<file path="config.mk">
export PLATFORM = sky130hd
export DESIGN_NAME = mcls_fifo
export DESIGN_NICKNAME = d
export VERILOG_FILES = /design/src/mcls_pkg.sv /design/src/mcls_fifo.sv
export SDC_FILE = /design/constraint.sdc
export NUM_CORES = 1
export LEC_CHECK = 0
export BUFFER_PORTS_ARGS = -buffer_cell sky130_fd_sc_hd__buf_2
export CAP_MARGIN = 20
export CELL_PAD_IN_SITES_DETAIL_PLACEMENT = 1
export CELL_PAD_IN_SITES_GLOBAL_PLACEMENT = 2
export CORE_MARGIN = 10
export CORE_UTILIZATION = 25
export DETAILED_ROUTE_END_ITERATION = 6
export GPL_ROUTABILITY_DRIVEN = 0
export PLACE_DENSITY = 0.6
export RECOVER_POWER = 100
export SLEW_MARGIN = 20
export SYNTH_ARGS = -nofsm -noshare
export SYNTH_HDL_FRONTEND = slang
export SYNTH_SLANG_ARGS = --single-unit
export TNS_END_PERCENT = 10
</file>
<file path="constraint.sdc">
create_clock -name clock -period 8.2 [get_ports clock]
set_input_delay 0.82 -clock clock [delete_from_list [all_inputs] [get_ports clock]]
set_output_delay 0.82 -clock clock [all_outputs]
set_load 0.005 [all_outputs]
</file>
<file path="src/mcls_pkg.sv">
package mcls_pkg;

   localparam int MAX_CLUSTERS   = 16;
   localparam int MAX_POSITIONS  = 256;
   localparam int MAX_CATEGORIES = 32;

   localparam int CL_W       = $clog2(MAX_CLUSTERS);
   localparam int POS_W      = $clog2(MAX_POSITIONS);
   localparam int CAT_W      = $clog2(MAX_CATEGORIES);
   localparam int BANK_DEPTH = MAX_POSITIONS * MAX_CATEGORIES;
   localparam int BANK_AW    = $clog2(BANK_DEPTH);

   // fixed field widths
   localparam int CLUSTER_W  = 4;
   localparam int POSITION_W = 8;
   localparam int CATEGORY_W = 5;
   localparam int ENTRY_W    = 32;
   localparam int SYM_W      = 8;
   localparam int SUM_W      = 40;
   localparam int SEQN_W     = 16;
   localparam int NCLUS_W    = 5;
   localparam int NCAT_W     = 6;
   localparam int SLEN_W     = 9;
   localparam int CSR_AW     = 2;
   localparam int CSR_DW     = 9;
   localparam int REQ_DATA_W = 64;
   localparam int RSP_DATA_W = 64;

   localparam int FIFO_DEPTH = 4;
   localparam int FIFO_PW    = $clog2(FIFO_DEPTH);

   typedef enum logic [CSR_AW-1:0] {
      CSR_NUM_CLUSTERS   = 2'd0,
      CSR_NUM_CATEGORIES = 2'd1,
      CSR_SEQ_LENGTH     = 2'd2
   } csr_index_type;

   typedef enum logic {
      OP_WRITE = 1'b0,
      OP_SCORE = 1'b1
   } op_type;

   typedef struct packed {
      logic [NCLUS_W-1:0] num_clusters;
      logic [NCAT_W-1:0]  num_categories;
      logic [SLEN_W-1:0]  seq_length;
   } cfg_type;

   typedef struct packed {
      op_type              op;
      logic [CL_W-1:0]     cluster;
      logic                wr_ok;
      logic [BANK_AW-1:0]  addr;
      logic [ENTRY_W-1:0]  value;
      logic                sym_bad;
      logic                seq_end;
      logic                seq_bad;
      logic [SEQN_W-1:0]   seq_num;
   } cmd_type;

   typedef struct packed {
      logic [MAX_CLUSTERS-1:0][SUM_W-1:0] sums;
      logic [NCLUS_W-1:0]                 count;
      logic [SEQN_W-1:0]                  seq_num;
      logic                               bad;
   } snap_type;

   function automatic logic [BANK_AW-1:0] bank_addr(input logic [POS_W-1:0] pos,
                                                    input logic [CAT_W-1:0] cat);
      return BANK_AW'(BANK_AW'(pos) * BANK_AW'(MAX_CATEGORIES) + BANK_AW'(cat));
   endfunction

endpackage

</file>
<file path="src/mcls_fifo.sv">
module mcls_fifo
   import mcls_pkg::*;
(
   input  logic    clock,
   input  logic    reset,
   input  logic    push,
   input  cmd_type push_data,
   output logic    in_ready,
   input  logic    pop,
   output cmd_type head,
   output logic    head_valid
);

   cmd_type              mem_ff [FIFO_DEPTH];
   logic [FIFO_PW-1:0]   wr_ptr_ff, rd_ptr_ff;
   logic [FIFO_PW:0]     count_ff;
   logic                 do_push, do_pop;

   assign in_ready   = count_ff != (FIFO_PW+1)'(FIFO_DEPTH);
   assign head_valid = count_ff != '0;
   assign head       = mem_ff[rd_ptr_ff];
   assign do_push    = push && in_ready;
   assign do_pop     = pop && head_valid;

   always_ff @(posedge clock) begin
      if (do_push) begin
         mem_ff[wr_ptr_ff] <= push_data;
      end
   end

   always_ff @(posedge clock) begin
      if (reset) begin
         wr_ptr_ff <= '0;
         rd_ptr_ff <= '0;
         count_ff  <= '0;
      end else begin
         if (do_push) begin
            wr_ptr_ff <= wr_ptr_ff + FIFO_PW'(1);
         end
         if (do_pop) begin
            rd_ptr_ff <= rd_ptr_ff + FIFO_PW'(1);
         end
         count_ff <= count_ff + (FIFO_PW+1)'(do_push) - (FIFO_PW+1)'(do_pop);
      end
   end

endmodule

</file>
* Word-level counts from Yosys, hierarchy flattened
Memories as Yosys holds them, arrays and structs flattened. A register that Yosys moved wholly into a read port is not among the register bits. Cells that the tools add are included.
Storage, ports and cells: register bits after elaboration 7, bits in latches 0, bits in writable memories 280, bits in read-only memories 0, input bits 74, output and inout port bits 72, word-level logic and storage cells 16, memories 1
Memories:
- mem_ff | words 4, width 70, rd ports 1, clocked after memory_dff 1, wr ports 1, RTL line mcls_fifo.sv:14 | cmd_type mem_ff [FIFO_DEPTH];
Cells by class: $add $sub $neg 4, multipliers 0, div/mod/pow operators 0, magnitude comparators 0, equal/unequal tests 1, shifts and indexed selects 0, multiplexer cells 4, bitwise logic cells 0, reduce and logical (&&, ||, !) cells 3
Operator list (count):
- adder 2 x 1 -> 2 bit, second input constant | 2
- two-way mux 2 bit | 2
- adder 3 x 1 -> 3 bit | 1
- != test 3 bit, second input constant | 1
- nonzero test 3 bit | 1
- subtractor 3 x 1 -> 3 bit | 1
- logical AND 1 bit | 2
- two-way mux 1 bit | 2

* Logic depth before layout (Yosys ltp)
depth after elaboration 4, depth in mapped cells 11, depth with buffers taken out 11

* Worst setup path after synthesis
No wires, ideal clock.
path type input port to flip-flop, start point input port push, end point memory mem_ff[0][0] (netlist bit) (enable), library setup time 0.436 ns, arrival time 2.761 ns, data required time 7.764 ns, setup slack 5.004 ns, stages 2, path buffers 0, cell sequence a21boi_2 -> and2_1
Between the ends: cells in the longest elaborated chain, start to end 3
RTL lines:
- start: declaration | RTL line mcls_fifo.sv:6 | input logic push,
- logical AND 1 bit | RTL line mcls_fifo.sv:22 | assign do_push = push && in_ready;
- two-way mux 1 bit | RTL line mcls_fifo.sv:26 | if (do_push) begin
- two-way mux 1 bit (implied by the code) | RTL line mcls_fifo.sv:27 | mem_ff[wr_ptr_ff] <= push_data;
- end: declaration | RTL line mcls_fifo.sv:14
No other way between the ends.

==> flow_summary.ini <==
[worst_setup_path]
cp.required_ns = 7.38
timing.rr.start = count_ff[1]
end_kind = output port
arrival_ns = 4.02
criticalPathCategory = flop to output port
cp-start-kind = flop
reg2regPathDepth = 4
r2r_slack_ns = 3.44
worstReg2RegEnd = mem_ff[3][67]
crit_fanout = 40

[drt]
via_per_inst = 4.19
drc_errors = 0
via_count = 4818
post_drt_wl_per_cell_microns = 20.2
drtIter0Drc = 254
first_pass_iters = 4
drt-total-wl_microns = 23200
ant_nets = 0

[cts]
cts_tree = yes
cts_max_level = 2
insertion_delay_ns = 0.52
clk_pin_slew_ns = 0.06
post-cts-setup-buffers = 0
cts_sinks = 289
cts_made_buffers = 34
cts_hold_buf = 0
cts_root_buffer = clkbuf_16
clk_path_buf_depth = 3
cts.repair.resized = 0

[sta]
finalSetupViolCount = 0
relSlewSlack = -0.948
hold_violations = 0
worst_slew_pin_slew_ns = 2.92
min_period_over_period = 0.590
rsz0062_at_grt = no
finalSetupTns_ns = 0
fmax_mhz = 207
holdWs_ns = 0.513
period_minus_slack_ns = 4.84
fin_skew_ns = 0.0176
maxSlewViolCount = 110

[die]
io_pins = 146
dieArea_sq_um = 51200
rows = 75
die_h_microns = 226
core_sq_um = 42000
dieWidth_microns = 226
initial_core_util = 0.253

[synth]
syn-instance-count = 415
synth_top_area_cell = edfxtp_1
synth-main-ff-cell = edfxtp_1
synth.avg_cell_area_sq_um = 25.6
synth_most_common_cell = edfxtp_1
synth.distinct_cells = 25
async_reset_ff_frac = 0
seq_area_frac_synth = 0.807
synth_common_cells = edfxtp_1 (280), mux4_2 (70), dfxtp_1 (9)
yosysTopAreaCellShare = 0.790
synth_warnings = 0
synth-edff-count = 280
synth_area_leaders = edfxtp_1 (79%), mux4_2 (15%), dfxtp_1 (1.7%)
synth_area_sq_um = 10600
postSynthNetCount = 496
synth-seq-cells = 289

[grt]
grt_pass1_vias = 5550
grt.overflow.total = 0
grt_max_degree = 71
grt_use_total = 0.0911
grt_antenna_before_repair = 1
grt_pass1_wl_microns = 34900

[outcome]
violations = capacitance limit, slew limit
status = complete, but fails checks

[layout]
n_antenna_cell = 0
final.fill_count = 4261
drive_above_1_share = 0.231
layout.nets = 666
stdcell_area_sq_um = 12900
area_growth_pct = 20.8

[place]
io_buffers = 145
placed_area_sq_um = 11900
dp_hpwl_microns = 14100

[power]
ir_drop_uv = 121
powerDensity_nw_per_um2 = 321
leakage_nw = 3.92
total_power_mw = 4.13

[run]
cap_violations = 4

[worst_hold_path]
min_to = wr_ptr_ff[1]
hold_path.class = flop to flop
hold_path_depth = 2
holdCritStartpoint = wr_ptr_ff[1]
[state kept, by name (all words and copies together), names as in the netlist, named ones only]
| name | flops |
|---|---|
| mem_ff | 280 |
| count_ff | 3 |
| rd_ptr_ff | 2 |
| wr_ptr_ff | 2 |
[area by class of cell]
class,instances,area (sq um),area share
Clock buffer,44,972,0.0756
Clock inverter,17,143,0.0111
Inverter,5,18.8,0.00146
Multi-Input combinational cell,104,1840,0.143
Sequential cell,289,8590,0.668
Tap cell,539,674,0.0525
Timing Repair Buffer,151,617,0.0480
[cell usage in the layout (no fill, tap or decap), types with 2 or more instances in the layout]
master	synthesis	routed
and2_0	0	4
buf_2	7	9
buf_4	0	4
bufinv_16	0	2
clkbuf_1	1	141
clkbuf_16	0	37
clkbuf_8	0	2
clkinv_1	0	3
clkinv_2	0	8
clkinvlp_4	0	3
dfxtp_1	9	8
edfxtp_1	280	280
ha_1	6	6
inv_1	5	5
mux4_2	70	70
nand2b_1	2	2
nor2_1	8	8
xor2_1	2	2
[report_power, final]
| part | switching, mW | leakage (nW) | internal (mW) | total, mW |
|---|---|---|---|---|
| logic | 0.391 | 0.735 | 0.365 | 0.756 |
| clock network | 0.562 | 0.545 | 0.900 | 1.46 |
| registers | 0.0981 | 2.64 | 1.82 | 1.91 |
[worst max-delay path, stage by stage (launching register included)]
cell and delay [ns]:
dfxtp_1 1.79, buf_4 0.84, mux4_2 0.62, buf_2 0.15
[worst max path at each step]
stage,from,to,slack (ns),depth (start not counted)
2_1_floorplan,push,mem_ff[0][0],5.00,2
3_3_place_gp,flop,head[67],4.93,3
3_5_place_dp,flop,head[13],4.90,3
4_1_cts,flop,head[13],4.30,3
5_1_grt,flop,head[13],2.76,3
6_report,flop,head[13],3.36,3
[cells by family (layout without fill, tap and decap cells)]
logic type	Yosys count	in the layout	synth area share
XOR/XNOR	3	3	0.00247
AO/OA/AOI/OAI	3	3	0.00270
flip-flops	289	289	0.807
adder cells (fa/ha/maj)	7	7	0.00893
buffers and inverters	22	217	0.0200
AND/OR/NAND/NOR	19	19	0.00893
multiplexers	72	72	0.150
[metal layers]
| metal | wire (microns) | up-vias | track usage | part of all wire |
|---|---|---|---|---|
| met5 | 13 | - | 0 | 0.00056 |
| met4 | 427 | 2 | 0.0268 | 0.018 |
| met3 | 1450 | 29 | 0.0339 | 0.062 |
| met2 | 12000 | 121 | 0.157 | 0.52 |
| met1 | 9330 | 2560 | 0.104 | 0.40 |
| li1 | - | 2106 | - | - |
[stage by stage]
step           worst slack, ns  instances   util
6_report                  3.36       1149  0.306
5_1_grt                   2.76       1149  0.306
4_1_cts                   4.30       1148  0.310
3_5_place_dp              4.90       1087  0.283
3_3_place_gp              4.93       1087  0.283
2_1_floorplan             5.00        415      -
Power figures use the tool's default switching activity.
