File: src/mcls_pkg.sv
package mcls_pkg;

   localparam int MAX_CLUSTERS   = 16;
   localparam int MAX_POSITIONS  = 256;
   localparam int MAX_CATEGORIES = 32;

   localparam int CL_W       = $clog2(MAX_CLUSTERS);
   localparam int POS_W      = $clog2(MAX_POSITIONS);
   localparam int CAT_W      = $clog2(MAX_CATEGORIES);
   localparam int BANK_DEPTH = MAX_POSITIONS * MAX_CATEGORIES;
   localparam int BANK_AW    = $clog2(BANK_DEPTH);

   // fixed field widths
   localparam int CLUSTER_W  = 4;
   localparam int POSITION_W = 8;
   localparam int CATEGORY_W = 5;
   localparam int ENTRY_W    = 32;
   localparam int SYM_W      = 8;
   localparam int SUM_W      = 40;
   localparam int SEQN_W     = 16;
   localparam int NCLUS_W    = 5;
   localparam int NCAT_W     = 6;
   localparam int SLEN_W     = 9;
   localparam int CSR_AW     = 2;
   localparam int CSR_DW     = 9;
   localparam int REQ_DATA_W = 64;
   localparam int RSP_DATA_W = 64;

   localparam int FIFO_DEPTH = 4;
   localparam int FIFO_PW    = $clog2(FIFO_DEPTH);

   typedef enum logic [CSR_AW-1:0] {
      CSR_NUM_CLUSTERS   = 2'd0,
      CSR_NUM_CATEGORIES = 2'd1,
      CSR_SEQ_LENGTH     = 2'd2
   } csr_index_type;

   typedef enum logic {
      OP_WRITE = 1'b0,
      OP_SCORE = 1'b1
   } op_type;

   typedef struct packed {
      logic [NCLUS_W-1:0] num_clusters;
      logic [NCAT_W-1:0]  num_categories;
      logic [SLEN_W-1:0]  seq_length;
   } cfg_type;

   typedef struct packed {
      op_type              op;
      logic [CL_W-1:0]     cluster;
      logic                wr_ok;
      logic [BANK_AW-1:0]  addr;
      logic [ENTRY_W-1:0]  value;
      logic                sym_bad;
      logic                seq_end;
      logic                seq_bad;
      logic [SEQN_W-1:0]   seq_num;
   } cmd_type;

   typedef struct packed {
      logic [MAX_CLUSTERS-1:0][SUM_W-1:0] sums;
      logic [NCLUS_W-1:0]                 count;
      logic [SEQN_W-1:0]                  seq_num;
      logic                               bad;
   } snap_type;

   function automatic logic [BANK_AW-1:0] bank_addr(input logic [POS_W-1:0] pos,
                                                    input logic [CAT_W-1:0] cat);
      return BANK_AW'(BANK_AW'(pos) * BANK_AW'(MAX_CATEGORIES) + BANK_AW'(cat));
   endfunction

endpackage

File: src/mcls_drain.sv
module mcls_drain
   import mcls_pkg::*;
(
   input  logic                  clock,
   input  logic                  reset,
   input  logic                  snap_load,
   input  snap_type              snap,
   output logic                  drain_free,
   output logic                  rsp_tvalid,
   input  logic                  rsp_tready,
   output logic [RSP_DATA_W-1:0] rsp_tdata,
   output logic                  rsp_tuser,
   output logic                  rsp_tlast
);

   logic [SUM_W-1:0]     snap_ff [MAX_CLUSTERS];
   logic [SEQN_W-1:0]    seqn_ff;
   logic                 bad_ff;
   logic [NCLUS_W-1:0]   left_ff;
   logic [CL_W-1:0]      idx_ff;
   logic                 advance;

   logic                 out_valid_ff;
   logic [CLUSTER_W-1:0] out_idx_ff;
   logic [SUM_W-1:0]     out_score_ff;
   logic [SEQN_W-1:0]    out_seqn_ff;
   logic                 out_bad_ff;
   logic                 out_last_ff;

   assign drain_free = left_ff == '0;
   assign advance    = left_ff != '0 && (!out_valid_ff || rsp_tready);

   always_ff @(posedge clock) begin
      if (snap_load) begin
         for (int c = 0; c < MAX_CLUSTERS; c++) begin
            snap_ff[c] <= snap.sums[c];
         end
         seqn_ff <= snap.seq_num;
         bad_ff  <= snap.bad;
      end
      if (advance) begin
         out_idx_ff   <= CLUSTER_W'(idx_ff);
         out_score_ff <= snap_ff[idx_ff];
         out_seqn_ff  <= seqn_ff;
         out_bad_ff   <= bad_ff;
         out_last_ff  <= left_ff == NCLUS_W'(1);
      end
   end

   always_ff @(posedge clock) begin
      if (reset) begin
         left_ff      <= '0;
         idx_ff       <= '0;
         out_valid_ff <= 1'b0;
      end else begin
         if (snap_load) begin
            left_ff <= snap.count;
            idx_ff  <= '0;
         end else if (advance) begin
            left_ff <= left_ff - NCLUS_W'(1);
            idx_ff  <= idx_ff + CL_W'(1);
         end
         if (advance) begin
            out_valid_ff <= 1'b1;
         end else if (rsp_tready) begin
            out_valid_ff <= 1'b0;
         end
      end
   end

   assign rsp_tvalid = out_valid_ff;
   assign rsp_tdata  = {{(RSP_DATA_W-CLUSTER_W-SUM_W-SEQN_W){1'b0}},
                        out_seqn_ff, out_score_ff, out_idx_ff};
   assign rsp_tuser  = out_bad_ff;
   assign rsp_tlast  = out_last_ff;

endmodule

File: config.mk
export PLATFORM = sky130hd
export DESIGN_NAME = mcls_drain
export DESIGN_NICKNAME = d
export VERILOG_FILES = /design/src/mcls_pkg.sv /design/src/mcls_drain.sv
export SDC_FILE = /design/constraint.sdc
export NUM_CORES = 1
export LEC_CHECK = 0
export ABC_AREA = 1
export BUFFER_PORTS_ARGS = -buffer_cell sky130_fd_sc_hd__buf_2
export CELL_PAD_IN_SITES_DETAIL_PLACEMENT = 0
export CELL_PAD_IN_SITES_GLOBAL_PLACEMENT = 1
export CORE_AREA = 2 2 283 285
export DETAILED_ROUTE_END_ITERATION = 6
export DIE_AREA = 0 0 285 287
export PLACE_DENSITY_LB_ADDON = 0.1
export SLEW_MARGIN = 30
export SYNTH_ARGS = -nofsm -noshare
export SYNTH_HDL_FRONTEND = slang
export SYNTH_SLANG_ARGS = --single-unit
export TNS_END_PERCENT = 50
File: constraint.sdc
create_clock -name clock -period 2.83 [get_ports clock]
set_input_delay 0.849 -clock clock [delete_from_list [all_inputs] [get_ports clock]]
set_output_delay 0.849 -clock clock [all_outputs]
set_load 0.05 [all_outputs]
# Word level (Yosys, flattened, before mapping)

Memory sizes are Yosys's and may differ from the RTL's. A register that Yosys moved wholly into a read port is not among the register bits.
Cells that the tools add are included.
Widths: inputs -> output; s select.

Add/subtract/negate cells: 2
Equal/unequal tests: 1
Mux-type cells: 6
Reduce and logical (&&, ||, !) cells: 8

Operators by type and width:

| cell                | count |
|---|---|
| $mux 5              | 2 |
| $eq 5x1->1 const B  | 1 |
| $logic_not 5->1     | 1 |
| $reduce_bool 5->1   | 1 |
| $sub 5x1->5 const B | 1 |
| $add 4x1->4 const B | 1 |
| $mux 1              | 4 |
| $reduce_bool 2->1   | 2 |
| $reduce_or 2->1     | 1 |
| $logic_and 1x1->1   | 1 |
| $logic_not 1->1     | 1 |
| $logic_or 1x1->1    | 1 |

Flip-flop bits (word level): 49
Memory bits (writable): 640
Input port bits: 666
Output and inout port bits: 68
Logic and storage cells: 27
Memories kept: 1

Memory list:

| name    | words | width | rd ports | clocked after Yosys merged registers in | wr ports | line             | text |
|---|---|---|---|---|---|---|---|
| snap_ff | 16    | 40    | 1        | 1                                       | 16       | mcls_drain.sv:16 | `logic [SUM_W-1:0] snap_ff [MAX_CLUSTERS];` |

# Logic depth before layout (Yosys ltp)

Word-level depth: 5
Depth in mapped cells: 11
Mapped depth without buffers: 9

# Worst setup path before layout

No wires, ideal clock.

Path kind: in2reg
Start point: input rsp_tready
End point: register idx_ff[2]
Setup time: 0.117 ns
Arrival time: 2.749 ns
Data required time: 2.713 ns
Setup slack: -0.036 ns
Cell stages on the path: 7
Buffers on the path: 0
Cells stage by stage: inv_1 nand2_1 nand2_2 inv_1 nand2_1 o21ai_0 nor2_1

Cells in the longest elaborated chain, start to end: 2

Ends and longest elaborated chain:

| what                 | line             | text |
|---|---|---|
| from (decl)          | mcls_drain.sv:10 | `input logic rsp_tready,` |
| $logic_or 1x1->1     | mcls_drain.sv:31 | `assign advance = left_ff != '0 && (!out_valid_ff \|\| rsp_tready);` |
| $logic_and 1x1->1    | mcls_drain.sv:31 |  |
| net advance          | mcls_drain.sv:21 | `logic advance;` |
| to (signal assigned) | mcls_drain.sv:61 | `idx_ff <= idx_ff + CL_W'(1);` |
| to (decl)            | mcls_drain.sv:20 | `logic [CL_W-1:0] idx_ff;` |

The timed path passes the listed nets, and every way through them passes these cells.
A chain may end at the register's enable or synchronous reset.

# Final worst setup path

Start point: register left_ff[0]
End point: output drain_free

Cells in the longest elaborated chain, start to end: 1

Ends and longest elaborated chain:

| what                   | line             | text |
|---|---|---|
| from (decl)            | mcls_drain.sv:19 | `logic [NCLUS_W-1:0] left_ff;` |
| from (signal assigned) | mcls_drain.sv:57 | `left_ff <= snap.count;` |
| from (signal assigned) | mcls_drain.sv:60 | `left_ff <= left_ff - NCLUS_W'(1);` |
| $logic_not 5->1        | mcls_drain.sv:30 | `assign drain_free = left_ff == '0;` |
| to (decl)              | mcls_drain.sv:8  | `output logic drain_free,` |

Every way passes these cells.

==> metrics.txt <==
run status complete, no violations; total number of yosys warnings 0; number of nets still failing antenna checks after routing 0; total number of vias 19855; post_cts resized 0; number of antenna violations at the first check in global routing 67; share of the clock period used by the worst path after layout 94.23%; Remaining Overflow, GRT 0; post-CTS setup buffer count 0; count of filler cells inserted in the layout 7342; total leakage power 14.35 nW; Wirelength per Cell 25.48 µm; slew at the pin with the worst max-slew slack 0.9067 ns; CTS tree done; number of rows in the core area 103; core area 0.07861 mm²; count of cell types in the netlist 25; CTS Buffer Depth 3; number of flops mapped to enable cells by yosys 719; vias in the first global route 20111; fin crit period 2.667 ns; r2r setup slk 0.50 ns; Setup Crit Path Kind register to output pin; First-pass DRT Iterations 5; total I/O pin count 734; critical path required time 1.98 ns; setup repair after global routing missed its margin no; share of layout cells above drive strength 1 31.62%; gpl congestion 0.8585; Clock Skews 0.01684 ns; worst relative slew slack 39.48%; largest net degree at the start of global routing 131; Max Fclk 375.0 MHz; clock buffers created by TritonCTS 83; global-route wire length before repair 142200 µm; hold_buf cts 0; largest vdd supply drop 408.1 µV; mean instance size in the synthesized netlist 13.25 µm²; insertion delay of the later-clocked pin in the worst-skew pair 0.63 ns; post-detailed-route DRC marker count 0; Crit Reg-Reg Endpoint out_score_ff[17]$_DFFE_PP_; Worst Path Max Fanout 4; Area growth syn-to-layout 28.73%; Async S/R FF share, synth 0%; Cells on Worst Hold Path 1; Final Hold Vio Count 0; number of pins with negative max-slew slack in the final report 0; DRC violation total after the first TritonRoute iteration 1724; initial core utilization 35.64%; flop and latch count out of synthesis 729; Worst EP arrival 1.82 ns; Final setup viols 0; overall die height 287 µm; post-placement cell count 3833; DRT Wirelength 102600 µm; overall power of the completed layout 27.83 mW; end of the worst hold path snap_ff[1][23]$_DFFE_PP_; number of levels the H-tree was split into 3; Die Outline Area 0.08180 mm²; GRT Total Usage 24.54%; Post-Synthesis Cells 2114; sort of element at the end of the critical path output pin; cell at the root of the clock tree sky130_fd_sc_hd__clkbuf_16; max-cap viol count 0; startpoint of the lowest-slack hold path snap[85]; length in cells of the worst reg-to-reg path 5; Final Instance Count excl. Fillers 4025; largest cells by area after synthesis sky130_fd_sc_hd__edfxtp_1 77%, sky130_fd_sc_hd__nand2_1 6.4%, sky130_fd_sc_hd__nor2_1 3.6%, sky130_fd_sc_hd__a21oi_1 2.6%, sky130_fd_sc_hd__o21ai_0 2.6%; Clock Sink Count 729; Detail Placement HPWL 74970 µm; Die X-Extent 285 µm; path type of the worst min-delay path primary input to register; share of the synthesized area in the top cell type 77.07%; Critical Path Source Type register; via/cell ratio 4.933; most frequently used flop master after synthesis sky130_fd_sc_hd__edfxtp_1; aggregate negative setup slack 0 ns; count of input and output buffers 729; PwrDens 771.5 mW/mm²; area of the multi-input gates 0.005527 mm²; area taken by flip-flops and latches 0.02180 mm²; dominant cell type by area after synthesis sky130_fd_sc_hd__edfxtp_1; synthesized area 0.02802 mm²; clock transition at the registers of the reported paths 0.06 ns; reg2reg start idx_ff[0]$_SDFFE_PP0P_; Net count, final 3537; sequential element share of the synthesized area 77.78%
[layer usage]
| layer | track usage (%) | vias to the layer above | part of all wire (%) |
|---|---|---|---|
| li1 | - | 9156 | - |
| met1 | 30.31 | 9634 | 39 |
| met2 | 40.95 | 823 | 49 |
| met3 | 6.349 | 216 | 7.7 |
| met4 | 10.34 | 26 | 4.1 |
| met5 | 0 | - | 0.15 |
[cell families (layout without fill, tap and decap cells)]
kind of cell,Yosys count,count (layout),share of synthesized area [%]
compound gates,398,398,7.842
flops,729,729,77.78
fa+ha+maj,3,3,0.1340
simple gates,839,839,11.67
buf+inv,144,962,2.559
other cells,1,44,0.01339
[where the power goes]
part | internal, mW | leakage, nW | total [mW] | switching (mW)
combinational | 0.980 | 5.88 | 3.51 | 2.53
sequential | 13.0 | 7.13 | 13.4 | 0.349
clock | 6.41 | 1.34 | 10.9 | 4.52
total | 20.4 | 14.3 | 27.8 | 7.40
[cell type report]
type                       instances  share of cell area [%]
antenna                           40                  0.2775
clock buffer                      88                   5.811
clock inverter                    64                   1.825
inverter                          17                  0.2324
multi-input combinational       1244                   15.32
sequential                       729                   60.44
tap                             1050                   3.643
timing repair buffer             793                   12.45
[through the flow]
step / setup slack [ns] / util, % / area [µm²] / hold WS (ns)
6_report: 0.1634 / 45.88 / 36060 / 0.3852
5_1_grt: 0.04125 / 45.80 / 36010 / 0.3467
4_1_cts: 0.1206 / 45.75 / 35960 / 0.3374
3_5_place_dp: 0.5490 / 42.25 / 33210 / 0.4052
3_3_place_gp: 0.5523 / 42.25 / 33210 / 0.4008
2_1_floorplan: 0.2884 / - / 28030 / 0.4003
[cell usage in the layout, fill, tap and decap left out, drive strengths merged]
cell,n
bufinv,11
ha,3
nor2,269
edfxtp,719
o21ai,168
a21oi,148
clkinv,44
buf,793
o211ai,80
nand3,88
conb,4
inv,20
nand2,482
diode,40
clkbuf,88
clkinvlp,6
dfxtp,10
o21a,1
o21bai,1
[cells in the mapped netlist, types with 3 or more instances]
cell type,instances
sky130_fd_sc_hd__buf_2,48
sky130_fd_sc_hd__o21ai_0,147
sky130_fd_sc_hd__nor2_1,268
sky130_fd_sc_hd__o21ai_1,21
sky130_fd_sc_hd__ha_1,3
sky130_fd_sc_hd__a21oi_1,148
sky130_fd_sc_hd__nand2_1,481
sky130_fd_sc_hd__buf_6,7
sky130_fd_sc_hd__clkbuf_1,53
sky130_fd_sc_hd__buf_4,12
sky130_fd_sc_hd__edfxtp_1,719
sky130_fd_sc_hd__inv_1,14
sky130_fd_sc_hd__o211ai_1,80
sky130_fd_sc_hd__dfxtp_1,10
sky130_fd_sc_hd__buf_1,6
sky130_fd_sc_hd__nand3_1,88
[worst max-delay path by stage]
| stage | start | end | slack, ns | cells past startpoint |
|---|---|---|---|---|
| CTS | left_ff[0]$_SDFFE_PP0P_ | drain_free | 0.12 | 5 |
| global placement | idx_ff[0]$_SDFFE_PP0P_ | out_score_ff[17]$_DFFE_PP_ | 0.55 | 5 |
| detailed placement | idx_ff[0]$_SDFFE_PP0P_ | out_score_ff[17]$_DFFE_PP_ | 0.55 | 5 |
| floorplan | rsp_tready | idx_ff[0]$_SDFFE_PP0P_ | 0.29 | 6 |
| finish | left_ff[0]$_SDFFE_PP0P_ | drain_free | 0.16 | 5 |
| global route | left_ff[0]$_SDFFE_PP0P_ | drain_free | 0.04 | 5 |
[state kept, by name, summed over array words and instances, names as in the netlist]
signal / cells
bad_ff: 1
rsp_tvalid: 1
seqn_ff: 16
snap_ff: 640
out_score_ff: 40
idx_ff: 4
rsp_tuser: 1
out_seqn_ff: 16
left_ff: 5
out_idx_ff: 4
rsp_tlast: 1
[critical path, stage by stage, from the launching register on]
cell,delay (ns)
sky130_fd_sc_hd__dfxtp_1,0.34
sky130_fd_sc_hd__inv_1,0.11
sky130_fd_sc_hd__ha_1,0.23
sky130_fd_sc_hd__nand3_1,0.13
sky130_fd_sc_hd__inv_1,0.12
sky130_fd_sc_hd__buf_2,0.27
No activity file was read; power rests on OpenSTA's default activity.
