===== config.mk =====
export PLATFORM = sky130hd
export DESIGN_NAME = mcls_front
export DESIGN_NICKNAME = d
export VERILOG_FILES = /design/src/mcls_pkg.sv /design/src/mcls_front.sv
export SDC_FILE = /design/constraint.sdc
export NUM_CORES = 1
export LEC_CHECK = 0
export ABC_CLOCK_PERIOD_IN_PS = 4900
export BUFFER_PORTS_ARGS = -buffer_cell sky130_fd_sc_hd__clkbuf_2
export CORE_MARGIN = 2
export CORE_UTILIZATION = 40
export CTS_BUF_LIST = sky130_fd_sc_hd__clkbuf_4 sky130_fd_sc_hd__clkbuf_8 sky130_fd_sc_hd__clkbuf_16
export DETAILED_ROUTE_END_ITERATION = 10
export PLACE_DENSITY = 0.81
export SYNTH_ARGS = -nofsm -noshare
export SYNTH_HDL_FRONTEND = slang
export SYNTH_SLANG_ARGS = --single-unit

===== constraint.sdc =====
create_clock -name clock -period 4.9 [get_ports clock]
set_clock_uncertainty 0.15 [all_clocks]
set_input_delay 0.98 -clock clock [delete_from_list [all_inputs] [get_ports clock]]
set_output_delay 0.98 -clock clock [all_outputs]
set_load 0.05 [all_outputs]

===== src/mcls_pkg.sv =====
package mcls_pkg;

   localparam int MAX_CLUSTERS   = 16;
   localparam int MAX_POSITIONS  = 256;
   localparam int MAX_CATEGORIES = 32;

   localparam int CL_W       = $clog2(MAX_CLUSTERS);
   localparam int POS_W      = $clog2(MAX_POSITIONS);
   localparam int CAT_W      = $clog2(MAX_CATEGORIES);
   localparam int BANK_DEPTH = MAX_POSITIONS * MAX_CATEGORIES;
   localparam int BANK_AW    = $clog2(BANK_DEPTH);

   // fixed field widths
   localparam int CLUSTER_W  = 4;
   localparam int POSITION_W = 8;
   localparam int CATEGORY_W = 5;
   localparam int ENTRY_W    = 32;
   localparam int SYM_W      = 8;
   localparam int SUM_W      = 40;
   localparam int SEQN_W     = 16;
   localparam int NCLUS_W    = 5;
   localparam int NCAT_W     = 6;
   localparam int SLEN_W     = 9;
   localparam int CSR_AW     = 2;
   localparam int CSR_DW     = 9;
   localparam int REQ_DATA_W = 64;
   localparam int RSP_DATA_W = 64;

   localparam int FIFO_DEPTH = 4;
   localparam int FIFO_PW    = $clog2(FIFO_DEPTH);

   typedef enum logic [CSR_AW-1:0] {
      CSR_NUM_CLUSTERS   = 2'd0,
      CSR_NUM_CATEGORIES = 2'd1,
      CSR_SEQ_LENGTH     = 2'd2
   } csr_index_type;

   typedef enum logic {
      OP_WRITE = 1'b0,
      OP_SCORE = 1'b1
   } op_type;

   typedef struct packed {
      logic [NCLUS_W-1:0] num_clusters;
      logic [NCAT_W-1:0]  num_categories;
      logic [SLEN_W-1:0]  seq_length;
   } cfg_type;

   typedef struct packed {
      op_type              op;
      logic [CL_W-1:0]     cluster;
      logic                wr_ok;
      logic [BANK_AW-1:0]  addr;
      logic [ENTRY_W-1:0]  value;
      logic                sym_bad;
      logic                seq_end;
      logic                seq_bad;
      logic [SEQN_W-1:0]   seq_num;
   } cmd_type;

   typedef struct packed {
      logic [MAX_CLUSTERS-1:0][SUM_W-1:0] sums;
      logic [NCLUS_W-1:0]                 count;
      logic [SEQN_W-1:0]                  seq_num;
      logic                               bad;
   } snap_type;

   function automatic logic [BANK_AW-1:0] bank_addr(input logic [POS_W-1:0] pos,
                                                    input logic [CAT_W-1:0] cat);
      return BANK_AW'(BANK_AW'(pos) * BANK_AW'(MAX_CATEGORIES) + BANK_AW'(cat));
   endfunction

endpackage


===== src/mcls_front.sv =====
module mcls_front
   import mcls_pkg::*;
(
   input  logic                  clock,
   input  logic                  reset,
   input  logic                  req_tvalid,
   output logic                  req_tready,
   input  logic [REQ_DATA_W-1:0] req_tdata,
   input  logic                  req_tuser,
   input  logic                  csr_valid,
   output logic                  csr_ready,
   input  logic [CSR_AW-1:0]     csr_addr,
   input  logic [CSR_DW-1:0]     csr_data,
   output cfg_type               cfg,
   output logic                  cmd_valid,
   output cmd_type               cmd,
   input  logic                  cmd_ready
);

   logic [CLUSTER_W-1:0]  f_cluster;
   logic [POSITION_W-1:0] f_position;
   logic [CATEGORY_W-1:0] f_category;
   logic [ENTRY_W-1:0]    f_value;
   logic [SYM_W-1:0]      f_symbol;
   op_type                f_op;
   logic                  accept;
   logic                  sym_bad;
   logic                  seq_end;

   cfg_type               cfg_ff;
   logic [POS_W-1:0]      pos_ff, pos_in;
   logic [SEQN_W-1:0]     seqn_ff, seqn_in;
   logic                  bad_seen_ff, bad_seen_in;

   logic [NCLUS_W-1:0]    nclus_wr;
   logic [NCAT_W-1:0]     ncat_wr;
   logic [SLEN_W-1:0]     slen_wr;

   assign f_cluster  = req_tdata[3:0];
   assign f_position = req_tdata[11:4];
   assign f_category = req_tdata[16:12];
   assign f_value    = req_tdata[48:17];
   assign f_symbol   = req_tdata[56:49];
   assign f_op       = op_type'(req_tuser);

   assign req_tready = cmd_ready;
   assign accept     = req_tvalid && cmd_ready;
   assign csr_ready  = 1'b1;
   assign cfg        = cfg_ff;

   // clamp register writes into their legal ranges
   always_comb begin
      nclus_wr = csr_data[NCLUS_W-1:0];
      if (nclus_wr == '0) begin
         nclus_wr = NCLUS_W'(1);
      end else if (32'(nclus_wr) > MAX_CLUSTERS) begin
         nclus_wr = NCLUS_W'(MAX_CLUSTERS);
      end
      ncat_wr = csr_data[NCAT_W-1:0];
      if (ncat_wr == '0) begin
         ncat_wr = NCAT_W'(1);
      end else if (32'(ncat_wr) > MAX_CATEGORIES) begin
         ncat_wr = NCAT_W'(MAX_CATEGORIES);
      end
      slen_wr = csr_data[SLEN_W-1:0];
      if (slen_wr == '0) begin
         slen_wr = SLEN_W'(1);
      end else if (32'(slen_wr) > MAX_POSITIONS) begin
         slen_wr = SLEN_W'(MAX_POSITIONS);
      end
   end

   assign sym_bad = 32'(f_symbol) >= 32'(cfg_ff.num_categories);
   assign seq_end = (32'(pos_ff) + 1) >= 32'(cfg_ff.seq_length);

   always_comb begin
      cmd         = '0;
      cmd.op      = f_op;
      cmd.cluster = CL_W'(f_cluster);
      cmd.value   = f_value;
      cmd.wr_ok   = (32'(f_cluster) < MAX_CLUSTERS) && (32'(f_position) < MAX_POSITIONS)
                    && (32'(f_category) < MAX_CATEGORIES);
      cmd.sym_bad = sym_bad;
      cmd.seq_end = seq_end;
      cmd.seq_bad = bad_seen_ff || sym_bad;
      cmd.seq_num = seqn_ff;
      if (f_op == OP_WRITE) begin
         cmd.addr = bank_addr(POS_W'(f_position), CAT_W'(f_category));
      end else begin
         cmd.addr = bank_addr(pos_ff, CAT_W'(f_symbol));
      end
   end

   assign cmd_valid = req_tvalid;

   always_comb begin
      pos_in      = pos_ff;
      seqn_in     = seqn_ff;
      bad_seen_in = bad_seen_ff;
      if (accept && f_op == OP_SCORE) begin
         if (seq_end) begin
            pos_in      = '0;
            seqn_in     = seqn_ff + SEQN_W'(1);
            bad_seen_in = 1'b0;
         end else begin
            pos_in      = pos_ff + POS_W'(1);
            bad_seen_in = bad_seen_ff || sym_bad;
         end
      end
   end

   always_ff @(posedge clock) begin
      if (reset) begin
         cfg_ff.num_clusters   <= NCLUS_W'(MAX_CLUSTERS);
         cfg_ff.num_categories <= NCAT_W'(MAX_CATEGORIES);
         cfg_ff.seq_length     <= SLEN_W'(MAX_POSITIONS);
         pos_ff                <= '0;
         seqn_ff               <= '0;
         bad_seen_ff           <= 1'b0;
      end else begin
         pos_ff      <= pos_in;
         seqn_ff     <= seqn_in;
         bad_seen_ff <= bad_seen_in;
         if (csr_valid) begin
            unique case (csr_index_type'(csr_addr))
               CSR_NUM_CLUSTERS:   cfg_ff.num_clusters   <= nclus_wr;
               CSR_NUM_CATEGORIES: cfg_ff.num_categories <= ncat_wr;
               CSR_SEQ_LENGTH:     cfg_ff.seq_length     <= slen_wr;
               default:            cfg_ff                <= cfg_ff;
            endcase
         end
      end
   end

endmodule


# --- After elaboration in Yosys (flattened, before gate mapping) ---
# Index checks and enable logic that the tools add are counted.
op_classes:
  add_sub_neg: 5
  n_lt_le_gt_ge: 5
  n_eq_ne: 2
  n_mux: 9
  reduce_logical: 11
ops:
  columns: ["cell", "n"]
  rows:
  - ["13-bit by 5-bit adder with 13-bit output", 2]
  - ["9-bit two-way mux", 2]
  - ["16-bit by 1-bit adder with 16-bit output, second input constant", 1]
  - ["13-bit two-way mux", 1]
  - ["6-bit two-way mux", 2]
  - ["5-bit two-way mux", 2]
  - ["8-bit by 1-bit adder with 9-bit output, second input constant", 1]
  - ["9-bit >= comparator", 1]
  - ["9-bit > comparator, second input constant", 1]
  - ["9-bit zero test", 1]
  - ["8-bit by 1-bit adder with 8-bit output, second input constant", 1]
  - ["8-bit by 6-bit >= comparator with 1-bit output", 1]
  - ["8-bit two-way mux", 1]
  - ["2-bit AND reduction", 4]
  - ["6-bit > comparator, second input constant", 1]
  - ["6-bit zero test", 1]
  - ["5-bit > comparator, second input constant", 1]
  - ["5-bit zero test", 1]
  - ["2-bit by 1-bit == test with 1-bit output, second input constant", 1]
  - ["2-bit == test, second input constant", 1]
  - ["1-bit logical AND", 2]
  - ["2-bit zero test", 1]
  - ["1-bit logical OR", 1]
  - ["1-bit two-way mux", 1]
totals:
  register_bits: 45
  output_inout_bits: 93
  wordCells: 38

# --- Logic depth before layout (Yosys ltp) ---
# Gate-level depths: netlist (run 1).
depth:
  depth_word: 3
  depth_mapped: 13
  depth_no_buf: 12

# --- Worst setup path after synthesis (run 1) ---
# No wires, ideal clock.
synth_timing:
  path_kind: "register to output"
  startpoint: "reg pos_ff[2]"
  endpoint: "out cmd[17] in the netlist's numbering"
  t_arrival_ps: 2537
  required_ps: 3770
  setup_slack_ps: 1233
  path_stages_with_launch: 12
  n_path_buf: 2
  cell_sequence: "dfxtp_1 > nand3_1 > or2_2 > nor2_1 > xor2_1 > ha_1 > nand4_1 > or3b_2 > and2_0 > buf_2 > inv_1 > buf_4"
synth_between:
  elab_chain_len: 2
synth_rtl:
  columns: ["element", "line", "source"]
  rows:
  - ["start, declared", "mcls_front.sv:31", "logic [POS_W-1:0] pos_ff, pos_in;"]
  - ["start signal, assigned", "mcls_front.sv:121", "pos_ff <= pos_in;"]
  - ["8-bit by 1-bit adder with 9-bit output", "mcls_front.sv:74", "assign seq_end = (32'(pos_ff) + 1) >= 32'(cfg_ff.seq_length);"]
  - ["9-bit >= comparator", "mcls_front.sv:74", null]
  - ["end, declared", "mcls_front.sv:16", "output cmd_type cmd,"]
# No other way between the ends.

==> impl_metrics.py, run 1 <==
metrics = {
    "drt": {
        "postRouteAntennaNets": 0,
        "vias": 2593,
        "routed_via_density": 5.196,
        "drc_errors": 0,
        "wl_per_cell_microns": 13.39,
        "wl_mm": 6.682,
        "detail_route.iter0.violations": 124,
        "firstDrtPassIters": 5,
    },
    "global_routing": {
        "grt_pass1_vias": 2470,
        "grt_start_max_net_pins": 47,
        "grt_usage": 0.1648,
        "antenna_found_initial": 0,
        "grt_pass1_wl_mm": 11.22,
        "gr-total-overflow": 0,
    },
    "logic_synthesis": {
        "synth.top_cell.area_share": 0.3057,
        "netlist_area_sq_um": 2947,
        "synth-edff-count": 0,
        "syn_inst": 356,
        "yosys_warnings": 0,
        "netlist_top_cells_area": "dfxtp_1 (31%), buf_4 (11%), ha_1 (7.2%)",
        "ys_seq_area_frac": 0.3057,
        "yosys-top-cells-count": "dfxtp_1 (45), buf_4 (43), nand2_1 (30), a21oi_1 (29), nor2_1 (29)",
        "ys_dominant_reg_cell": "dfxtp_1",
        "avgSynthCellArea_sq_um": 8.277,
        "synth.distinct_cells": 44,
        "async_reset_ff_frac": 0,
        "yosys_register_bits": 45,
        "yosysTopAreaCell": "dfxtp_1",
        "synth_most_common_cell": "dfxtp_1",
    },
    "floorplanning": {
        "fp.dieW_microns": 89.83,
        "pin_count": 174,
        "rows": 31,
        "dieHeight_microns": 89.83,
        "initial_core_util": 0.4106,
        "dieArea_sq_um": 8069,
        "core-area_sq_um": 7176,
    },
    "critical_path": {
        "critPathRequiredTime_ns": 3.77,
        "worstSetupPathType": "flop to output pin",
        "end_kind": "output pin",
        "critPathArrivalTime_ns": 3.41,
        "slowest_delay_ns": 0.61,
        "cp_max_fo": 15,
        "cp-start-kind": "flop",
        "path_cells": "nand3_1 -> or2_2 -> nor2_1 -> xor2_1 -> ha_1 -> nand4_1 -> or3b_2 -> and2_0 -> buf_4 -> inv_1 -> clkbuf_2",
        "crit_slowest_cell": "or3b_2",
    },
    "sta": {
        "drv_slew": 0,
        "tightest_slew_ns": 0.9456,
        "post-route-period-util": 0.9265,
        "slew_headroom": 0.3696,
        "max_freq_ghz": 0.2203,
        "rsz0062_at_grt": "no",
        "hold_violations": 0,
        "final-setup-viol-count": 0,
        "setup_tns_ns": 0,
        "period_minus_slack_ns": 4.540,
    },
    "clocking": {
        "cts_made_buffers": 5,
        "root_buffer": "clkbuf_8",
        "cts_buffer_depth": 2,
        "cts_hold_buf": 0,
        "clock_latency_ns": 0.30,
        "cts.sinks": 45,
        "path_clk_slew_ns": 0.09,
        "cts_tree": "done",
        "h-tree-depth": 2,
    },
    "placement": {
        "dp_hpwl_mm": 5.080,
        "place_congestion": 0.7580,
        "portBuffers": 92,
    },
    "finish": {
        "nNetsFinal": 497,
        "num_antenna_cells": 0,
        "utilization": 0.4561,
        "drive_gt1_frac": 0.3175,
        "syn_to_final_growth_pct": 11.08,
    },
    "outcome": {
        "run_status": "finished, final reports clean",
    },
    "pwr": {
        "leakagePower_uw": 0.001349,
        "vdd_drop_max_mv": 0.1404,
        "power.density_nw_per_um2": 252.3,
    },
    "hold_path": {
        "hp-class": "flop to flop",
    },
    "job": {
        "drv_cap": 0,
    },
}
## critical path: cells and delay by family (launching register included)
family	cells	cell delay, ns
simple gates	6	1.62
xor+xnor	1	0.10
flops	1	0.45
fa+ha+maj	1	0.31
buf+inv	3	0.61
## state kept, by name, indices dropped and copies added, names as in the netlist
| signal | flops |
|---|---|
| bad_seen_ff | 1 |
| cfg | 20 |
| pos_ff | 8 |
| seqn_ff | 16 |
## metal layers
layer  share of wire  GRT usage  vias to the layer above
li1                -          -                     1272
met1            0.44     0.1966                     1198
met2            0.47     0.2759                       99
met3           0.073    0.04862                       24
met4           0.023    0.07179                        0
met5               0          0                        -
## cells by family (layout without fill, tap and decap cells)
group,count (synthesis),count (layout),share of synthesized area
DFF,45,45,0.3057
muxes,15,15,0.05690
buffers and inverters,79,122,0.1601
AOI/OAI and AO/OA,56,56,0.1257
and+or+nand+nor,124,124,0.2208
other,1,2,0.001273
adders and majority gates,18,18,0.07601
xor gates and xnor gates,18,18,0.05351
## power by group
part / internal, uW / total, uW / switching (uW)
Sequential: 371 / 376 / 5.15
Clock: 172 / 300 / 128
Combinational: 44.2 / 150 / 105
Total: 587 / 826 / 239
## final timing paths
path	from	end	slack, ns	cells after the start
setup / recovery	pos_ff[2]$_SDFFE_PP0P_	cmd[17]	0.36	11
hold / removal	cfg[17]$_SDFFE_PP0P_	cfg[17]$_SDFFE_PP0P_	0.30	2
setup reg to reg	pos_ff[2]$_SDFFE_PP0P_	seqn_ff[15]$_SDFFE_PP0P_	1.19	11
hold reg to reg	cfg[17]$_SDFFE_PP0P_	cfg[17]$_SDFFE_PP0P_	0.30	2
## cells in the final DEF, fill, tap and decap left out, types with 2 or more instances in the layout
| cell type | synthesis | final |
|---|---|---|
| mux2_2 | 14 | 14 |
| ha_1 | 17 | 17 |
| nor2b_1 | 2 | 2 |
| a211oi_1 | 7 | 7 |
| or4_1 | 5 | 5 |
| a31oi_1 | 5 | 5 |
| nand3b_1 | 8 | 8 |
| or3b_2 | 2 | 2 |
| or2_2 | 3 | 3 |
| nand4_1 | 3 | 3 |
| nor3_1 | 3 | 3 |
| nand2b_1 | 3 | 3 |
| a21oi_1 | 29 | 29 |
| clkbuf_2 | 0 | 92 |
| and3_1 | 3 | 3 |
| nor3b_1 | 10 | 10 |
| xor2_1 | 3 | 3 |
| conb_1 | 1 | 2 |
| nor2_1 | 29 | 29 |
| o21ai_0 | 5 | 5 |
| a2111oi_0 | 3 | 3 |
| xnor2_1 | 15 | 15 |
| clkbuf_8 | 0 | 6 |
| buf_4 | 43 | 2 |
| inv_1 | 20 | 20 |
| nand3_1 | 16 | 16 |
| dfxtp_1 | 45 | 45 |
| or3_1 | 2 | 2 |
| nand2_1 | 30 | 30 |
## through the flow
stage          setup WS, ns  hold WS (ns)  power (uW)  cells  cell area (sq um)
3_5_place_dp         0.4907        0.2953       534.8    490               3146
2_1_floorplan         1.233        0.3087       575.8    357               2950
3_3_place_gp         0.5780        0.2901       531.8    490               3146
4_1_cts              0.1453        0.3080       836.9    498               3266
5_1_grt              0.1559        0.3277       858.8    499               3273
6_report             0.3601        0.3034       825.8    499               3273
## final cells by class
cell class	instances	area (sq um)
Clock buffer	7	90.09
Clock inverter	1	30.03
Fill cell	733	3902
Inverter	20	75.07
Multi-Input combinational cell	233	1578
Sequential cell	45	900.9
Tap cell	99	123.9
Timing Repair Buffer	94	475.5
## timing repair
item,in CTS,in global routing
gates resized for setup,0,0
endpoints found under the setup margin,0,1
endpoints found under the hold margin,0,0
setup buffers,0,1
Note: power is estimated with default switching activity, not from simulation.
==> run 2, diff against run 1 <==
Settings changed: ABC_CLOCK_PERIOD_IN_PS 4900 to 4700.
Clock period 4.9 ns to 4.7 ns, I/O delays scaled along.
==> run 2 against run 1 <==
Net effect: global-route usage fell by 0.22 points; sequential power rose by 4%; final cell count did not move; register-to-register slack got worse by 0.24 ns; critical path type unchanged; critical endpoint unchanged; worst setup slack got worse by 0.041 ns.
==> impl_metrics.py, run 2 (synthesized netlist as in run 1, its figures left out) <==
metrics = {
    "outcome": {
        "run_status": "finished, final reports clean",
    },
    "global_routing": {
        "antenna_found_initial": 0,
        "grt_usage": 0.1626,
        "grt_pass1_vias": 2396,
        "grt_pass1_wl_mm": 11.07,
        "grt_start_max_net_pins": 47,
        "gr-total-overflow": 0,
    },
    "clocking": {
        "cts_tree": "done",
        "cts_hold_buf": 0,
        "path_clk_slew_ns": 0.09,
        "root_buffer": "clkbuf_8",
        "cts_made_buffers": 5,
        "cts_buffer_depth": 2,
        "h-tree-depth": 2,
        "clock_latency_ns": 0.30,
        "cts.sinks": 45,
    },
    "critical_path": {
        "worstSetupPathType": "flop to output pin",
        "end_kind": "output pin",
        "rr_worst_depth": 11,
        "r2r-start": "pos_ff[2]$_SDFFE_PP0P_",
        "critPathArrivalTime_ns": 3.29,
        "critPathRequiredTime_ns": 3.61,
        "critical_path.startpoint": "pos_ff[2]$_SDFFE_PP0P_",
        "cp_max_fo": 13,
        "cp-start-kind": "flop",
    },
    "placement": {
        "place_congestion": 0.7685,
        "dp_hpwl_mm": 5.085,
        "portBuffers": 92,
        "placed_area_sq_um": 3146,
    },
    "sta": {
        "drv_slew": 0,
        "post-route-period-util": 0.9320,
        "period_minus_slack_ns": 4.380,
        "setup_tns_ns": 0,
        "hold_violations": 0,
        "max_freq_ghz": 0.2283,
        "slew_headroom": 0.3772,
        "final-setup-viol-count": 0,
        "rsz0062_at_grt": "no",
        "tightest_slew_ns": 0.9342,
    },
    "drt": {
        "detail_route.iter0.violations": 106,
        "drc_errors": 0,
        "firstDrtPassIters": 4,
        "postRouteAntennaNets": 0,
        "vias": 2567,
        "wl_mm": 6.656,
        "routed_via_density": 5.144,
        "wl_per_cell_microns": 13.34,
    },
    "finish": {
        "final_common_cell": "clkbuf_2",
        "largest_reg_flops": 20,
        "nNetsFinal": 497,
        "num_antenna_cells": 0,
        "layout_common_cells": "clkbuf_2 (92), dfxtp_1 (45), nand2_1 (30), nor2_1 (29), a21oi_1 (29)",
        "drive_gt1_frac": 0.3175,
        "finalInstanceArea_sq_um": 3273,
        "syn_to_final_growth_pct": 11.08,
    },
    "floorplanning": {
        "rows": 31,
        "pin_count": 174,
        "core-area_sq_um": 7176,
        "dieArea_sq_um": 8069,
        "dieHeight_microns": 89.83,
        "initial_core_util": 0.4106,
        "fp.dieW_microns": 89.83,
    },
    "pwr": {
        "vdd_drop_max_mv": 0.1478,
        "power.density_nw_per_um2": 263.9,
        "leakagePower_uw": 0.001349,
        "power_uw": 863.9,
    },
    "hold_path": {
        "worstHoldStart": "cfg[17]$_SDFFE_PP0P_",
        "hp-class": "flop to flop",
        "whs_path_depth": 2,
    },
    "job": {
        "drv_cap": 0,
    },
}
-- run 2: routing by layer --
layer / vias up / wire length, microns / track usage
li1: 1267 / - / -
met1: 1191 / 2934 / 0.1938
met2: 88 / 3144 / 0.2803
met3: 21 / 442 / 0.04778
met4: 0 / 135 / 0.05513
met5: - / 0 / 0
-- run 2: critical path, cell delays in order, from the launching register on --
cell and delay [ns]:
dfxtp_1 0.46, nand3_1 0.20, or2_2 0.38, nor2_1 0.14, xor2_1 0.10, ha_1 0.30, nand4_1 0.13, or3b_2 0.62
and2_0 0.23, inv_1 0.13, clkbuf_2 0.30
-- run 2: what timing repair did --
| action | 4_1_cts | 5_1_grt |
|---|---|---|
| setup buffers | 0 | 1 |
| setup endpoints to repair | 0 | 1 |
| gates resized for setup | 0 | 0 |
-- run 2: report_power, final --
| group | switching (uW) | internal [uW] | total [uW] |
|---|---|---|---|
| logic | 110 | 46.1 | 156 |
| clock network | 136 | 179 | 316 |
| registers | 5.30 | 387 | 392 |
| total | 251 | 612 | 864 |
-- run 2: final cells by class --
cell class	count	area (sq um)
Clock buffer	7	90.09
Sequential cell	45	900.9
Multi-Input combinational cell	233	1578
Timing Repair Buffer	94	475.5
Tap cell	99	123.9
Fill cell	726	3902
Inverter	20	75.07
Clock inverter	1	30.03
-- run 2: worst paths after layout --
path,slack [ns],end
worst min-delay path,0.31,cfg[17]$_SDFFE_PP0P_
worst max register to register,0.95,seqn_ff[15]$_SDFFE_PP0P_
worst min register to register,0.31,cfg[17]$_SDFFE_PP0P_
worst max-delay path,0.32,cmd[17]
-- run 2: through the flow --
step | hold WS [ns] | util | std cells | setup slack, ns
after floorplan | 0.3087 | - | 357 | 1.073
after global placement | 0.2904 | 0.4384 | 490 | 0.5902
after detailed placement | 0.2990 | 0.4384 | 490 | 0.5126
after CTS | 0.3104 | 0.4551 | 498 | 0.1585
after global routing | 0.3304 | 0.4561 | 499 | 0.1279
final | 0.3072 | 0.4561 | 499 | 0.3195
==> run 3, diff against run 2 <==
Settings changed: BUFFER_PORTS_ARGS -buffer_cell sky130_fd_sc_hd__clkbuf_2 to -buffer_cell sky130_fd_sc_hd__buf_4.
==> run 3 against run 2 <==
Net effect: power shrank 6.0%; largest power group unchanged; clock-buffer cell count shrank 2; critical path depth is the same.
==> impl_metrics.py, run 3 (synthesized netlist as in run 1, its figures left out) <==
metrics = {
    "outcome": {
        "run_status": "finished, final reports clean",
    },
    "critical_path": {
        "rrSetupSlack_ns": 0.97,
        "r2r_end": "seqn_ff[15]$_SDFFE_PP0P_",
        "worstSetupPathType": "flop to output pin",
        "cp-start-kind": "flop",
        "cp_top_family": "simple AND/OR/NAND/NOR gates",
        "path_cells": "nand3_1 -> or2_2 -> nor2_1 -> xor2_1 -> ha_1 -> nand4_1 -> or3b_2 -> and2_0 -> inv_1 -> buf_4",
        "critPathRequiredTime_ns": 3.61,
        "crit_slowest_cell": "or3b_2",
        "path_buf_inv": 2,
        "end_kind": "output pin",
        "cp_max_fo": 13,
        "r2r-start": "pos_ff[2]$_SDFFE_PP0P_",
        "crit_end": "cmd[17]",
        "crit_cells": 10,
        "critPathArrivalTime_ns": 3.23,
        "critical_path.startpoint": "pos_ff[2]$_SDFFE_PP0P_",
        "rr_worst_depth": 11,
        "slowest_delay_ns": 0.62,
    },
    "finish": {
        "final_cells": 499,
        "num_antenna_cells": 0,
        "drive_gt1_frac": 0.3175,
        "nNetsFinal": 497,
        "fill_cells": 694,
        "syn_to_final_growth_pct": 17.92,
        "final_common_cell": "buf_4",
        "largest_reg_flops": 20,
        "utilization": 0.4842,
        "layout_common_cells": "buf_4 (94), dfxtp_1 (45), nand2_1 (30), nor2_1 (29), a21oi_1 (29)",
    },
    "placement": {
        "portBuffers": 92,
        "dpl.cell_count": 491,
        "dp_hpwl_mm": 5.212,
        "place_congestion": 0.7811,
    },
    "floorplanning": {
        "fp.dieW_microns": 89.83,
        "pin_count": 174,
        "initial_core_util": 0.4106,
        "core-area_sq_um": 7176,
        "rows": 31,
        "dieHeight_microns": 89.83,
        "dieArea_sq_um": 8069,
    },
    "global_routing": {
        "grt_pass1_wl_mm": 11.57,
        "gr-total-overflow": 0,
        "grt_start_max_net_pins": 47,
        "grt_pass1_vias": 2480,
        "grt_usage": 0.1708,
        "antenna_found_initial": 0,
    },
    "clocking": {
        "cts_made_buffers": 5,
        "cts_tree": "done",
        "h-tree-depth": 2,
        "post_cts_buffers": 0,
        "cts.sinks": 45,
        "root_buffer": "clkbuf_8",
        "clock_latency_ns": 0.30,
        "cts_hold_buf": 0,
        "path_clk_slew_ns": 0.09,
        "cts_buffer_depth": 2,
        "post_cts_resized": 0,
    },
    "sta": {
        "tightest_slew_ns": 0.5628,
        "drv_slew": 0,
        "slew_headroom": 0.6240,
        "rsz0062_at_grt": "no",
        "post-route-period-util": 0.9183,
        "final-setup-viol-count": 0,
        "setup_tns_ns": 0,
        "period_minus_slack_ns": 4.316,
        "hold_violations": 0,
        "max_freq_ghz": 0.2317,
    },
    "drt": {
        "firstDrtPassIters": 4,
        "routed_via_density": 5.206,
        "wl_mm": 6.868,
        "vias": 2598,
        "wl_per_cell_microns": 13.76,
        "postRouteAntennaNets": 0,
        "drc_errors": 0,
        "detail_route.iter0.violations": 134,
    },
    "job": {
        "drv_cap": 0,
    },
    "pwr": {
        "leakagePower_uw": 0.001388,
        "power.density_nw_per_um2": 233.7,
        "vdd_drop_max_mv": 0.1134,
        "power_uw": 811.9,
    },
    "hold_path": {
        "hp-class": "flop to flop",
    },
}
## run 3: cell count changes in the layout (fill, tap and decap cells not counted)
| cell | previous run | this run |
|---|---|---|
| clkbuf_2 | 92 | 0 |
| clkbuf_4 | 1 | 0 |
| bufinv_16 | 1 | 0 |
| buf_4 | 2 | 94 |
| clkinvlp_4 | 0 | 3 |
| clkbuf_8 | 6 | 5 |
## run 3: area by class of cell
class / count / area (sq um) / share of cell area
multi-input combinational: 233 / 1578 / 0.4541
sequential: 45 / 900.9 / 0.2593
timing repair buffer: 94 / 705.7 / 0.2031
tap: 99 / 123.9 / 0.03565
inverter: 20 / 75.07 / 0.02161
clock buffer: 5 / 68.82 / 0.01981
clock inverter: 3 / 22.52 / 0.006482
## run 3: how the worst min path moves through the flow
stage,startpoint,to,cells after the start
floorplan,pos_ff[1]$_SDFFE_PP0P_,pos_ff[1]$_SDFFE_PP0P_,2
detailed placement,cfg[18]$_SDFFE_PP0P_,cfg[18]$_SDFFE_PP0P_,2
global route,cfg[18]$_SDFFE_PP0P_,cfg[18]$_SDFFE_PP0P_,2
finish,cfg[18]$_SDFFE_PP0P_,cfg[18]$_SDFFE_PP0P_,2
global placement,cfg[16]$_SDFFE_PP0P_,cfg[16]$_SDFFE_PP0P_,2
CTS,cfg[18]$_SDFFE_PP0P_,cfg[18]$_SDFFE_PP0P_,2
## run 3: stage by stage
stage	hold slack (ns)	area, sq um	setup slack, ns
5_1_grt	0.3367	3475	0.1555
3_5_place_dp	0.3025	3383	0.7439
6_report	0.3106	3475	0.3838
3_3_place_gp	0.2922	3383	0.8110
4_1_cts	0.3152	3475	0.3995
2_1_floorplan	0.3087	2950	1.073
## run 3: worst register-to-register path, delay by kind of cell (launching register included)
family                     cells  cell delay [ns]
xor gates and xnor gates       1             0.11
buffers and inverters          1             0.19
DFF                            1             0.45
muxes                          1             0.37
adders and majority gates      1             0.30
and+or+nand+nor                7             2.04
## run 3: routing by layer
layer / vias up / track usage / wire [microns]
li1: 1264 / - / -
met1: 1207 / 0.2059 / 2891
met2: 103 / 0.2872 / 3308
met3: 24 / 0.04610 / 490
met4: 0 / 0.07308 / 177
met5: - / 0 / 0
## run 3: where the power goes
part	internal, uW	total [uW]	switching [uW]	leakage [uW]
clock network	104	245	141	0.0000364
logic	64.2	174	110	0.000988
registers	387	392	5.40	0.000364
